### config.mk
export PLATFORM = sky130hd
export DESIGN_NAME = packbits_run_length_encoder
export DESIGN_NICKNAME = d
export VERILOG_FILES = /design/src/prle_pkg.sv /design/src/prle_dp.sv /design/src/prle_ctrl.sv /design/src/packbits_run_length_encoder.sv
export VERILOG_INCLUDE_DIRS = /design/src /design/src/src
export SDC_FILE = /design/constraint.sdc
export NUM_CORES = 1
export LEC_CHECK = 0
export ABC_AREA = 0
export BUFFER_PORTS_ARGS = -buffer_cell sky130_fd_sc_hd__buf_2
export CORE_MARGIN = 4
export CORE_UTILIZATION = 30
export DETAILED_ROUTE_END_ITERATION = 10
export PLACE_DENSITY = 0.46
export SYNTH_ARGS = -nofsm -noshare
export SYNTH_HDL_FRONTEND = slang
export SYNTH_HIERARCHICAL = 1
export SYNTH_SLANG_ARGS = --single-unit
### constraint.sdc
create_clock -name clk_i -period 4.39 [get_ports clk_i]
set_input_delay 0.878 -clock clk_i [delete_from_list [all_inputs] [get_ports clk_i]]
set_output_delay 0.878 -clock clk_i [all_outputs]
set_load 0.02 [all_outputs]
### src/packbits_run_length_encoder_macros.svh
// ---------------------------------------------------------------------------
// assertion macros for the packbits encoder
// ---------------------------------------------------------------------------
`ifndef PACKBITS_RUN_LENGTH_ENCODER_MACROS_SVH
`define PACKBITS_RUN_LENGTH_ENCODER_MACROS_SVH

`ifndef SYNTHESIS
// property sampled on the rising clock, off while reset is held
`define PRLE_ASSERT(lbl, clk, rstn, prop) \
  lbl: assert property (@(posedge clk) disable iff (!rstn) (prop)) \
    else $error("prle assertion failed");
// same-cycle implication
`define PRLE_ASSERT_IMP(lbl, clk, rstn, ante, cons) \
  lbl: assert property (@(posedge clk) disable iff (!rstn) (ante) |-> (cons)) \
    else $error("prle implication failed");
`else
`define PRLE_ASSERT(lbl, clk, rstn, prop)
`define PRLE_ASSERT_IMP(lbl, clk, rstn, ante, cons)
`endif

`endif

### src/prle_pkg.sv
// ---------------------------------------------------------------------------
// prle_pkg
// shared constants, emit selects and controller/datapath interface structs
// ---------------------------------------------------------------------------
`timescale 1ns / 1ps

package prle_pkg;

  localparam int MaxLiteralDef = 32;
  localparam int MaxRunDef     = 128;

  // end-of-stream marker and run header base (257 mod 256)
  localparam logic [7:0] MarkByte = 8'd128;
  localparam logic [7:0] RunBase  = 8'd1;

  typedef enum logic [2:0] {
    SEL_RUN_HDR,
    SEL_RUN_DATA,
    SEL_LIT_HDR,
    SEL_LIT_DATA,
    SEL_MARK
  } emit_sel_e;

  typedef struct packed {
    logic      latch;      // capture the input request
    logic      load;       // held byte takes the captured byte, count one
    logic      inc;        // count one more repeat
    logic      clr;        // drop the held byte
    logic      push;       // append held byte to the literal store
    logic      emit;       // write one code byte to the output register
    emit_sel_e sel;
    logic      item_done;
  } prle_cmd_t;

  typedef struct packed {
    logic held_valid;
    logic eq;          // captured byte equals held byte
    logic cnt_ge2;     // held byte already forms a run
    logic cnt_full;    // one more repeat reaches the run limit
    logic lit_nz;      // literal bytes pending
    logic push_full;   // a push now fills the store
    logic lit_last;    // read pointer on the last pending literal byte
    logic fin;         // captured request ends the stream
    logic out_free;    // output register can take a byte this cycle
  } prle_sts_t;

endpackage

### src/prle_dp.sv
// ---------------------------------------------------------------------------
// prle_dp
// datapath: held byte, repeat count, literal store memory and output register
// ---------------------------------------------------------------------------
`timescale 1ns / 1ps
`include "packbits_run_length_encoder_macros.svh"

module prle_dp #(
  parameter int MAX_LITERAL = prle_pkg::MaxLiteralDef,
  parameter int MAX_RUN     = prle_pkg::MaxRunDef
) (
  input  logic                clk_i,
  input  logic                rst_ni,
  input  logic [7:0]          data_byte_i,
  input  logic                final_byte_i,
  input  prle_pkg::prle_cmd_t cmd_i,
  output prle_pkg::prle_sts_t sts_o,
  output logic                out_valid_o,
  input  logic                out_stall_i,
  output logic [7:0]          code_byte_o,
  output logic                item_done_o,
  output logic                stream_done_o
);
  import prle_pkg::*;

  localparam int LitCntW = $clog2(MAX_LITERAL + 1);
  localparam int IdxW    = (MAX_LITERAL > 1) ? $clog2(MAX_LITERAL) : 1;
  localparam int RunCntW = $clog2(MAX_RUN + 1);

  logic [7:0]         b_q;
  logic               fin_q;
  logic [7:0]         held_q;
  logic               valid_q;
  logic [RunCntW-1:0] cnt_q;
  logic [LitCntW-1:0] lit_cnt_q;
  logic [IdxW-1:0]    idx_q;
  logic [7:0]         mem [MAX_LITERAL];
  logic [7:0]         rd_q;
  logic [IdxW-1:0]    rd_addr;
  logic               out_valid_q;
  logic [7:0]         code_q;
  logic               item_done_q;
  logic               stream_done_q;
  logic [7:0]         code_d;
  logic               lit_emit;

  assign lit_emit = cmd_i.emit && (cmd_i.sel == SEL_LIT_DATA);

  always_comb begin
    sts_o.held_valid = valid_q;
    sts_o.eq         = (b_q == held_q);
    sts_o.cnt_ge2    = (cnt_q >= RunCntW'(2));
    sts_o.cnt_full   = (cnt_q >= RunCntW'(MAX_RUN - 1));
    sts_o.lit_nz     = (lit_cnt_q != '0);
    sts_o.push_full  = (lit_cnt_q == LitCntW'(MAX_LITERAL - 1));
    sts_o.lit_last   = ((LitCntW'(idx_q) + LitCntW'(1)) == lit_cnt_q);
    sts_o.fin        = fin_q;
    sts_o.out_free   = !out_valid_q || !out_stall_i;
  end

  // advance the read pointer only when a literal byte leaves
  assign rd_addr = lit_emit ? (idx_q + IdxW'(1)) : idx_q;

  always_ff @(posedge clk_i) begin
    if (cmd_i.push) begin
      mem[lit_cnt_q[IdxW-1:0]] <= held_q;
    end
    rd_q <= mem[rd_addr];
  end

  always_comb begin
    case (cmd_i.sel)
      SEL_RUN_HDR:  code_d = RunBase - 8'(cnt_q);
      SEL_RUN_DATA: code_d = held_q;
      SEL_LIT_HDR:  code_d = 8'(lit_cnt_q) - 8'd1;
      SEL_LIT_DATA: code_d = rd_q;
      SEL_MARK:     code_d = MarkByte;
      default:      code_d = MarkByte;
    endcase
  end

  always_ff @(posedge clk_i) begin
    if (cmd_i.latch) begin
      b_q   <= data_byte_i;
      fin_q <= final_byte_i;
    end
    if (cmd_i.emit) begin
      code_q        <= code_d;
      item_done_q   <= cmd_i.item_done;
      stream_done_q <= (cmd_i.sel == SEL_MARK);
    end
  end

  always_ff @(posedge clk_i or negedge rst_ni) begin
    if (!rst_ni) begin
      held_q      <= '0;
      valid_q     <= 1'b0;
      cnt_q       <= '0;
      lit_cnt_q   <= '0;
      idx_q       <= '0;
      out_valid_q <= 1'b0;
    end else begin
      if (cmd_i.load) begin
        held_q  <= b_q;
        valid_q <= 1'b1;
        cnt_q   <= RunCntW'(1);
      end else if (cmd_i.clr) begin
        held_q  <= '0;
        valid_q <= 1'b0;
        cnt_q   <= '0;
      end else if (cmd_i.inc) begin
        cnt_q <= cnt_q + RunCntW'(1);
      end
      if (cmd_i.push) begin
        lit_cnt_q <= lit_cnt_q + LitCntW'(1);
      end else if (lit_emit) begin
        if (sts_o.lit_last) begin
          lit_cnt_q <= '0;
          idx_q     <= '0;
        end else begin
          idx_q <= idx_q + IdxW'(1);
        end
      end
      if (cmd_i.emit) begin
        out_valid_q <= 1'b1;
      end else if (!out_stall_i) begin
        out_valid_q <= 1'b0;
      end
    end
  end

  assign out_valid_o   = out_valid_q;
  assign code_byte_o   = code_q;
  assign item_done_o   = item_done_q;
  assign stream_done_o = stream_done_q;

  `PRLE_ASSERT(a_held_has_count, clk_i, rst_ni, !valid_q || (cnt_q != '0))
  `PRLE_ASSERT_IMP(a_push_has_room, clk_i, rst_ni, cmd_i.push, lit_cnt_q < LitCntW'(MAX_LITERAL))
  `PRLE_ASSERT_IMP(a_mark_byte, clk_i, rst_ni, out_valid_q && stream_done_q, (code_q == MarkByte) && item_done_q)

endmodule

### src/prle_ctrl.sv
// ---------------------------------------------------------------------------
// prle_ctrl
// sequencer: walks one request through literal, run, flush and end-of-stream steps
// ---------------------------------------------------------------------------
`timescale 1ns / 1ps
`include "packbits_run_length_encoder_macros.svh"

module prle_ctrl (
  input  logic                clk_i,
  input  logic                rst_ni,
  input  logic                in_valid_i,
  output logic                in_stall_o,
  input  prle_pkg::prle_sts_t sts_i,
  output prle_pkg::prle_cmd_t cmd_o
);
  import prle_pkg::*;

  typedef enum logic [3:0] {
    S_IDLE,
    S_STEP,
    S_INC,
    S_FIN,
    S_FLUSH,
    S_RUN_HDR,
    S_RUN_DATA,
    S_LIT_HDR,
    S_LIT_DATA,
    S_MARK
  } state_e;

  // where a run or literal packet returns to
  typedef enum logic [2:0] {
    R_LOAD,
    R_CLR,
    R_INC,
    R_FIN,
    R_FLUSH,
    R_MARK
  } ret_e;

  state_e state_q, state_d;
  ret_e   ret_q, ret_d;

  always_comb begin
    state_d = state_q;
    ret_d   = ret_q;
    cmd_o   = '{default: '0, sel: SEL_MARK};
    case (state_q)
      S_IDLE: begin
        if (in_valid_i) begin
          cmd_o.latch = 1'b1;
          state_d     = S_STEP;
        end
      end
      S_STEP: begin
        if (!sts_i.held_valid) begin
          cmd_o.load = 1'b1;
          state_d    = S_FIN;
        end else if (sts_i.eq) begin
          if (!sts_i.cnt_ge2 && sts_i.lit_nz) begin
            ret_d   = R_INC;
            state_d = S_LIT_HDR;
          end else begin
            state_d = S_INC;
          end
        end else if (sts_i.cnt_ge2) begin
          ret_d   = R_LOAD;
          state_d = S_RUN_HDR;
        end else begin
          cmd_o.push = 1'b1;
          cmd_o.load = 1'b1;
          if (sts_i.push_full) begin
            ret_d   = R_FIN;
            state_d = S_LIT_HDR;
          end else begin
            state_d = S_FIN;
          end
        end
      end
      S_INC: begin
        cmd_o.inc = 1'b1;
        if (sts_i.cnt_full) begin
          ret_d   = R_CLR;
          state_d = S_RUN_HDR;
        end else begin
          state_d = S_FIN;
        end
      end
      S_FIN: begin
        if (!sts_i.fin) begin
          state_d = S_IDLE;
        end else if (!sts_i.held_valid) begin
          state_d = S_FLUSH;
        end else if (sts_i.cnt_ge2) begin
          ret_d   = R_FLUSH;
          state_d = S_RUN_HDR;
        end else begin
          cmd_o.push = 1'b1;
          if (sts_i.push_full) begin
            ret_d   = R_FLUSH;
            state_d = S_LIT_HDR;
          end else begin
            state_d = S_FLUSH;
          end
        end
      end
      S_FLUSH: begin
        cmd_o.clr = 1'b1;
        if (sts_i.lit_nz) begin
          ret_d   = R_MARK;
          state_d = S_LIT_HDR;
        end else begin
          state_d = S_MARK;
        end
      end
      S_RUN_HDR: begin
        cmd_o.sel = SEL_RUN_HDR;
        if (sts_i.out_free) begin
          cmd_o.emit = 1'b1;
          state_d    = S_RUN_DATA;
        end
      end
      S_RUN_DATA: begin
        cmd_o.sel       = SEL_RUN_DATA;
        cmd_o.item_done = !sts_i.fin;
        if (sts_i.out_free) begin
          cmd_o.emit = 1'b1;
          case (ret_q)
            R_LOAD:  cmd_o.load = 1'b1;
            R_CLR:   cmd_o.clr = 1'b1;
            default: cmd_o.load = 1'b0;
          endcase
          state_d = (ret_q == R_FLUSH) ? S_FLUSH : S_FIN;
        end
      end
      S_LIT_HDR: begin
        cmd_o.sel = SEL_LIT_HDR;
        if (sts_i.out_free) begin
          cmd_o.emit = 1'b1;
          state_d    = S_LIT_DATA;
        end
      end
      S_LIT_DATA: begin
        cmd_o.sel       = SEL_LIT_DATA;
        // the last data byte ends the request unless a run or the end flush still follows
        cmd_o.item_done = sts_i.lit_last && !sts_i.fin
                          && !((ret_q == R_INC) && sts_i.cnt_full);
        if (sts_i.out_free) begin
          cmd_o.emit = 1'b1;
          if (sts_i.lit_last) begin
            case (ret_q)
              R_INC:   state_d = S_INC;
              R_FLUSH: state_d = S_FLUSH;
              R_MARK:  state_d = S_MARK;
              default: state_d = S_FIN;
            endcase
          end
        end
      end
      S_MARK: begin
        cmd_o.sel       = SEL_MARK;
        cmd_o.item_done = 1'b1;
        if (sts_i.out_free) begin
          cmd_o.emit = 1'b1;
          state_d    = S_IDLE;
        end
      end
      default: state_d = S_IDLE;
    endcase
  end

  always_ff @(posedge clk_i or negedge rst_ni) begin
    if (!rst_ni) begin
      state_q <= S_IDLE;
      ret_q   <= R_FIN;
    end else begin
      state_q <= state_d;
      ret_q   <= ret_d;
    end
  end

  assign in_stall_o = (state_q != S_IDLE);

  `PRLE_ASSERT_IMP(a_emit_needs_room, clk_i, rst_ni, cmd_o.emit, sts_i.out_free)
  `PRLE_ASSERT_IMP(a_mark_only_at_end, clk_i, rst_ni, cmd_o.emit && (cmd_o.sel == SEL_MARK), sts_i.fin)
  `PRLE_ASSERT_IMP(a_push_from_held, clk_i, rst_ni, cmd_o.push, sts_i.held_valid && !sts_i.cnt_ge2)

endmodule

### src/packbits_run_length_encoder.sv
// ---------------------------------------------------------------------------
// packbits_run_length_encoder
// streaming packbits encoder, one raw byte per request, code bytes out
// ---------------------------------------------------------------------------
// usage:
//   input channel takes data_byte_i with final_byte_i set on the last byte
//   of a stream; a request is taken when in_valid_i is high and in_stall_o
//   low. output channel gives the code bytes of each request on code_byte_o,
//   taken when out_valid_o is high and out_stall_i low. item_done_o marks
//   the last code byte caused by an input request, stream_done_o the end
//   marker 128 after the last byte. a request that closes no packet gives
//   no output at all.
// timing:
//   one request at a time. a request that gives no output passes through
//   capture, decide, an optional repeat count step and the end check; every
//   code byte it gives leaves through a single output register, and literal
//   bytes come one a cycle from the store's read port while the output does
//   not stall. the last request of a stream also passes the end flush.
// reset:
//   asynchronous, active low; nothing held, no pending literal, output empty.
//   the literal store itself is not cleared.
// stall:
//   a stalled output byte holds; the sequencer waits and the input stays
//   stalled until the request's last byte has entered the output register.
// ---------------------------------------------------------------------------
`timescale 1ns / 1ps

module packbits_run_length_encoder #(
  parameter int MAX_LITERAL = prle_pkg::MaxLiteralDef,
  parameter int MAX_RUN     = prle_pkg::MaxRunDef
) (
  input  logic       clk_i,
  input  logic       rst_ni,
  input  logic       in_valid_i,
  output logic       in_stall_o,
  input  logic [7:0] data_byte_i,
  input  logic       final_byte_i,
  output logic       out_valid_o,
  input  logic       out_stall_i,
  output logic [7:0] code_byte_o,
  output logic       item_done_o,
  output logic       stream_done_o
);
  import prle_pkg::*;

  // command and status between sequencer and datapath
  prle_cmd_t cmd;
  prle_sts_t sts;

  // sequencer: decides per request which packets to close and in what order
  prle_ctrl u_ctrl (
    .clk_i      (clk_i),
    .rst_ni     (rst_ni),
    .in_valid_i (in_valid_i),
    .in_stall_o (in_stall_o),
    .sts_i      (sts),
    .cmd_o      (cmd)
  );

  // datapath: held byte, repeat count, literal store and output register
  prle_dp #(
    .MAX_LITERAL (MAX_LITERAL),
    .MAX_RUN     (MAX_RUN)
  ) u_dp (
    .clk_i         (clk_i),
    .rst_ni        (rst_ni),
    .data_byte_i   (data_byte_i),
    .final_byte_i  (final_byte_i),
    .cmd_i         (cmd),
    .sts_o         (sts),
    .out_valid_o   (out_valid_o),
    .out_stall_i   (out_stall_i),
    .code_byte_o   (code_byte_o),
    .item_done_o   (item_done_o),
    .stream_done_o (stream_done_o)
  );

endmodule

# ---- After elaboration in Yosys (flattened, before gate mapping)
# Memories as Yosys holds them, arrays and structs flattened. A register that Yosys moved wholly into a read port is not among the register bits.
# Cells that the tools add are included.
# W data, S select, Z words.
dict set report word_totals {
  regBits 55
  ram_bits 256
  output_inout_bits 12
  memories 1
}
dict set report op_classes {
  addsub 6
  order_cmp 2
  n_eq_ne 36
  n_mux 69
  n_bitwise 1
  reduce_logical 25
}
# memory words width rd rd_clocked_by_memory_dff wr line
set memory_table {}
lappend memory_table {u_dp.mem 32 8 1 1 1 prle_dp.sv:37} ;# logic [7:0] mem [MAX_LITERAL];
# op n
set op_table {}
lappend op_table {{$mux W4} 13}
lappend op_table {{$mux W3} 16}
lappend op_table {{$mux W8} 5}
lappend op_table {{$pmux W4 S10} 1}
lappend op_table {{$pmux W8 S4} 1}
lappend op_table {{$mux W1} 20}
lappend op_table {{$pmux W4 S5} 1}
lappend op_table {{$mux W6} 3}
lappend op_table {{$eq A4 B3 Y1 const B} 4}
lappend op_table {{$ne A2 B1 Y1 const B} 7}
lappend op_table {{$ne A2 B2 Y1 const B} 6}
lappend op_table {{$pmux W3 S4} 1}
lappend op_table {{$pmux W4 S3} 1}
lappend op_table {{$mux W5} 2}
lappend op_table {{$eq A3 B2 Y1 const B} 3}
lappend op_table {{$eq A3 B3 Y1 const B} 3}
lappend op_table {{$reduce_and A9 Y1} 1}
lappend op_table {{$add A8 B1 Y8 const B} 1}
lappend op_table {{$eq A4 B2 Y1 const B} 2}
lappend op_table {{$eq A4 B4 Y1 const B} 2}
lappend op_table {{$eq A8 B8 Y1} 1}
lappend op_table {{$ge A8 B2 Y1 const B} 1}
lappend op_table {{$ge A8 B7 Y1 const B} 1}
lappend op_table {{$reduce_bool A4 Y1} 2}
lappend op_table {{other kinds (25)} 41}

# ---- Logic depth before layout (Yosys ltp)
dict set report depth {
  word_depth 8
  ltp_mapped 14
}

# ---- By module
# The synthesis kept the hierarchy.
# module instances cells_each area_per_inst_um2 seq_area_each_um2
set modules_own_cells {}
lappend modules_own_cells {prle_dp 1 1058 15024.4 9143.8}
lappend modules_own_cells {prle_ctrl 1 113 937.1 177.7}

# ---- Worst setup path after synthesis
# Ideal clock, no wire load.
dict set report synth_timing {
  path_type {in2reg}
  start {in out_stall_i}
  end {reg u_dp.rd_q[4], read port of u_dp.mem}
  setup_ns 0.058
  arrival_time_ns 3.388
  t_required_ns 4.332
  setup_slack_ns 0.944
  path_stages 10
  n_path_buf 2
  cell_sequence {nand2_1 > nor2b_1 > and4b_4 > nand2_4 > xnor2_1 > buf_2 > buf_6 > or4_1 > o2111ai_1 > o211a_1}
}
# item line
set synth_lines {}
lappend synth_lines {{start: declaration} packbits_run_length_encoder.sv:39} ;# input logic out_stall_i,
lappend synth_lines {{end: declaration} prle_dp.sv:38} ;# logic [7:0] rd_q;

==> summary.md <==
| Metric | Value |
|---|---|
| Postcts setup bufs | `0` |
| R2r endpoint | `u_dp/rd_q[5]$_DFF_P_` |
| Final setup vio count | `0` |
| Worst rel slew slack | `0.278` |
| Hold Buf Count CTS | `0` |
| DRT iter0 DRCs | `1064` |
| Clock Power Share | `0.326` |
| Num ports | `25` |
| DRT Wirelength | `45.7 mm` |
| Total CTS buffers | `38` |
| Setup TNS | `0 ns` |
| Async S/R FF share, synth | `0.113` |
| Worst setup SP type | `register` |
| Drt pass-1 iters | `6` |
| Peak supply drop | `0.218 mV` |
| Total congestion overflow | `0` |
| Core area | `52700 um2` |
| TritonCTS sink count | `319` |
| EDFF count, synth | `275` |
| # DRC | `0` |
| Tightest Pin Transition | `1.08 ns` |
| Maxcap violations | `0` |
| Post-cts sizing count | `0` |
| Compound-Gate Fraction of Synth Area | `0.127` |
| Crit-path slowest cell | `dfrtp_1` |
| Setup Skew | `0.0196 ns` |
| DP Worst Slack | `0.660 ns` |
| Nets@finish | `1239` |
| Worst hold path class | `in -> async` |
| Crit-path max FO | `20` |
| Deepest clock path buffer count | `3` |
| Status | `finished, final reports clean` |
| Global-route wire length before repair | `68.1 mm` |
| Prevailing post-synth register cell | `edfxtp_1` |
| Post-route minimum period | `3.78 ns` |
| Clock transition at path regs | `0.06 ns` |
| Delay-heaviest family, CP | `simple AND/OR/NAND/NOR gates` |
| DR WL/cell | `23.7 um` |
| Mux contribution to synthesized area | `0.136` |
| Post-Synth XOR/XNOR Area | `0.0202` |
| Overall power | `9.57 mW` |
| Initial core utilization | `0.303` |
| Post-DP HPWL | `28.9 mm` |
| Die Wd | `239 um` |
| Largest family of logic cells by synthesized area | `multiplexers` |
| Gate power share | `0.235` |
| Worst path bufs/invs | `2` |
| RSZ-0062 raised after global routing | `no` |
| Critical path depth | `10` |
| Ys Warns | `6` |
| Psw | `3.05 mW` |
| Via count | `10.6k` |
| Internal power | `6.52 mW` |
| Commonest non-fill, non-tap cell in the layout | `edfxtp_1` |
| Final Non-Filler Cells | `1932` |
| CTS root buffer | `clkbuf_16` |
| Syn_nets | `1194` |
| Switching share of total power | `0.318` |
| Skew-Pair Late Insertion Delay | `0.56 ns` |
| CP endpoint kind | `register` |
| Die Y | `239 um` |
| Area Growth Syn to Fin | `14.3%` |
| Final hold vios | `0` |
| Post-Syn Area per Cell | `13.6 um2` |
| Tcrit/Tclk final | `0.862` |
| I/O Buffers | `24` |
| Adder-Cell Fraction of Synth Area | `0.00784` |
| Crit-path cells | `nor3b_1 -> a21oi_2 -> nor2b_1 -> nand4b_4 -> buf_4 -> buf_4 -> mux4_2 -> o21ai_0 -> a21oi_1 -> a211oi_1` |
| Top cell by count, worst path | `buf_4` |
| Sequential fraction of the synthesis area | `0.584` |
| CP Data Required Time | `4.85 ns` |
| Crit path to | `u_dp/rd_q[5]$_DFF_P_` |
| R2r startpoint | `u_ctrl/state_q[2]$_DFFE_PN0P_` |
| F_max | `264 MHz` |
| Largest net degree at the start of global routing | `115` |
| Synth Cell Area | `16000 um2` |
| Crit-path max cell delay | `0.63 ns` |
| Data arrival, critical path | `4.24 ns` |
| Share of cells above drive strength 1 | `0.195` |
| CTS tree | `done` |
| Worst Slack Setup Final | `0.608 ns` |
| Max Slew Vio Count | `0` |
| Flops & latches, synth | `319` |
| Crit. Startpoint | `u_ctrl/state_q[2]$_DFFE_PN0P_` |
| Crit Path Class | `reg -> reg` |
| Flop pwr share | `0.439` |
| RD Place Congestion | `0.817` |
| Simple-Gate Fraction of Synth Area | `0.0882` |
| Die Area | `57000 um2` |
| PwrDens | `524 nW/um2` |
| R2R depth | `10` |
| Dpl cells | `1864` |
| Row cnt | `84` |
| Setup slack, reg-to-reg | `0.61 ns` |
| P_leak | `5.99 nW` |
| Synth unique cells | `86` |
| H-Tree Depth | `2` |
| Vias in the first global route | `10.4k` |
| ANT nets after route | `0` |
| Cell count after synthesis | `1171` |
| Commonest non-fill, non-tap cells in the layout | `edfxtp_1, mux2i_1, buf_4, o22ai_1, nor2_1` |
| Initial antenna violation count | `1` |
| Total track usage | `0.158` |
| DR vias/cell | `5.47` |
==> per-layer routing <==
metal | track usage | wire length [um] | up-vias
met1 | 0.228 | 21100 | 5381
met2 | 0.246 | 20900 | 305
met3 | 0.0227 | 2510 | 58
met5 | 0 | 0 | -
li1 | - | - | 4815
met4 | 0.0496 | 1130 | 0
==> stage by stage <==
step | cell area (um2) | hold WS (ns) | utilization
floorplan | 16000 | 0.455 | -
global placement | 17000 | 0.506 | 0.323
CTS | 18200 | 0.459 | 0.347
finish | 18300 | 0.459 | 0.347
global route | 18200 | 0.475 | 0.347
detailed placement | 17000 | 0.505 | 0.323
==> cell families (layout without fill, tap and decap cells) <==
logic type | Yosys count | in the layout
flops | 319 | 319
buf+inv | 110 | 182
xor+xnor | 36 | 36
fa+ha+maj | 10 | 10
mux | 151 | 151
simple gates | 262 | 262
other cells | 0 | 1
compound gates | 283 | 283
==> power by group through the flow <==
stage / Sequential, mW / Clock [mW] / Combinational, mW
finish: 4.20 / 3.12 / 2.25
global route: 4.23 / 3.33 / 2.46
CTS: 4.19 / 3.21 / 2.28
detailed placement: 4.26 / 0 / 2.27
global placement: 4.25 / 0 / 2.26
floorplan: 4.30 / 0 / 1.34
==> synth_stat cells, types with 11 or more instances <==
cell type / n / area (um2)
nand3_1: 14 / 70.1
buf_4: 11 / 82.6
nor3_1: 19 / 95.1
a21oi_1: 25 / 125
dfrtp_1: 34 / 851
inv_1: 17 / 63.8
buf_2: 45 / 225
a22oi_1: 17 / 128
nand2_1: 58 / 218
nor4_1: 19 / 119
clkbuf_1: 24 / 90.1
a211oi_1: 12 / 90.1
mux2i_1: 92 / 921
edfxtp_1: 275 / 8260
xnor2_1: 24 / 210
xor2_1: 11 / 96.3
or4_1: 17 / 128
mux4_2: 52 / 1170
nor2_1: 64 / 240
a21o_1: 14 / 105
o221ai_1: 33 / 289
nand2b_1: 13 / 81.3
o22ai_1: 71 / 444
o21ai_0: 40 / 200
==> how the worst min path moves through the flow <==
stage | slack, ns | endpoint | startpoint | depth (start not counted)
finish | 0.46 | u_dp/out_valid_o$_DFFE_PN0P_ | rst_ni | 1
global route | 0.48 | u_dp/b_q[6]$_DFFE_PP_ | data_byte_i[6] | 1
CTS | 0.46 | u_dp/out_valid_o$_DFFE_PN0P_ | rst_ni | 1
detailed placement | 0.51 | u_dp/held_q[7]$_DFFE_PN0P_ | u_dp/b_q[7]$_DFFE_PP_ | 2
global placement | 0.51 | u_ctrl/ret_q[1]$_DFFE_PN1P_ | u_ctrl/ret_q[1]$_DFFE_PN1P_ | 2
floorplan | 0.45 | u_dp/valid_q$_DFFE_PN0P_ | u_dp/valid_q$_DFFE_PN0P_ | 1
==> state kept, by name, summed over array words and instances (netlist names) <==
signal and cells:
u_dp/code_byte_o 8, u_ctrl/state_q 4, u_dp/cnt_q 8, u_dp/lit_cnt_q 6
u_dp/stream_done_o 1, u_dp/mem 256, u_dp/idx_q 5, u_dp/fin_q 1
u_ctrl/ret_q 3, u_dp/valid_q 1, u_dp/rd_q 8, u_dp/out_valid_o 1
u_dp/item_done_o 1, u_dp/held_q 8, u_dp/b_q 8
==> area by class of cell <==
type                            count  area (um2)
Timing Repair Buffer               97         693
Clock buffer                       48        1040
Clock inverter                     19         175
Fill cell                        5089       34400
Antenna cell                        1        2.50
Tap cell                          688         861
Multi-Input combinational cell    742        6080
Inverter                           18        67.6
Sequential cell                   319        9330
(Power assumes the default switching activity.)
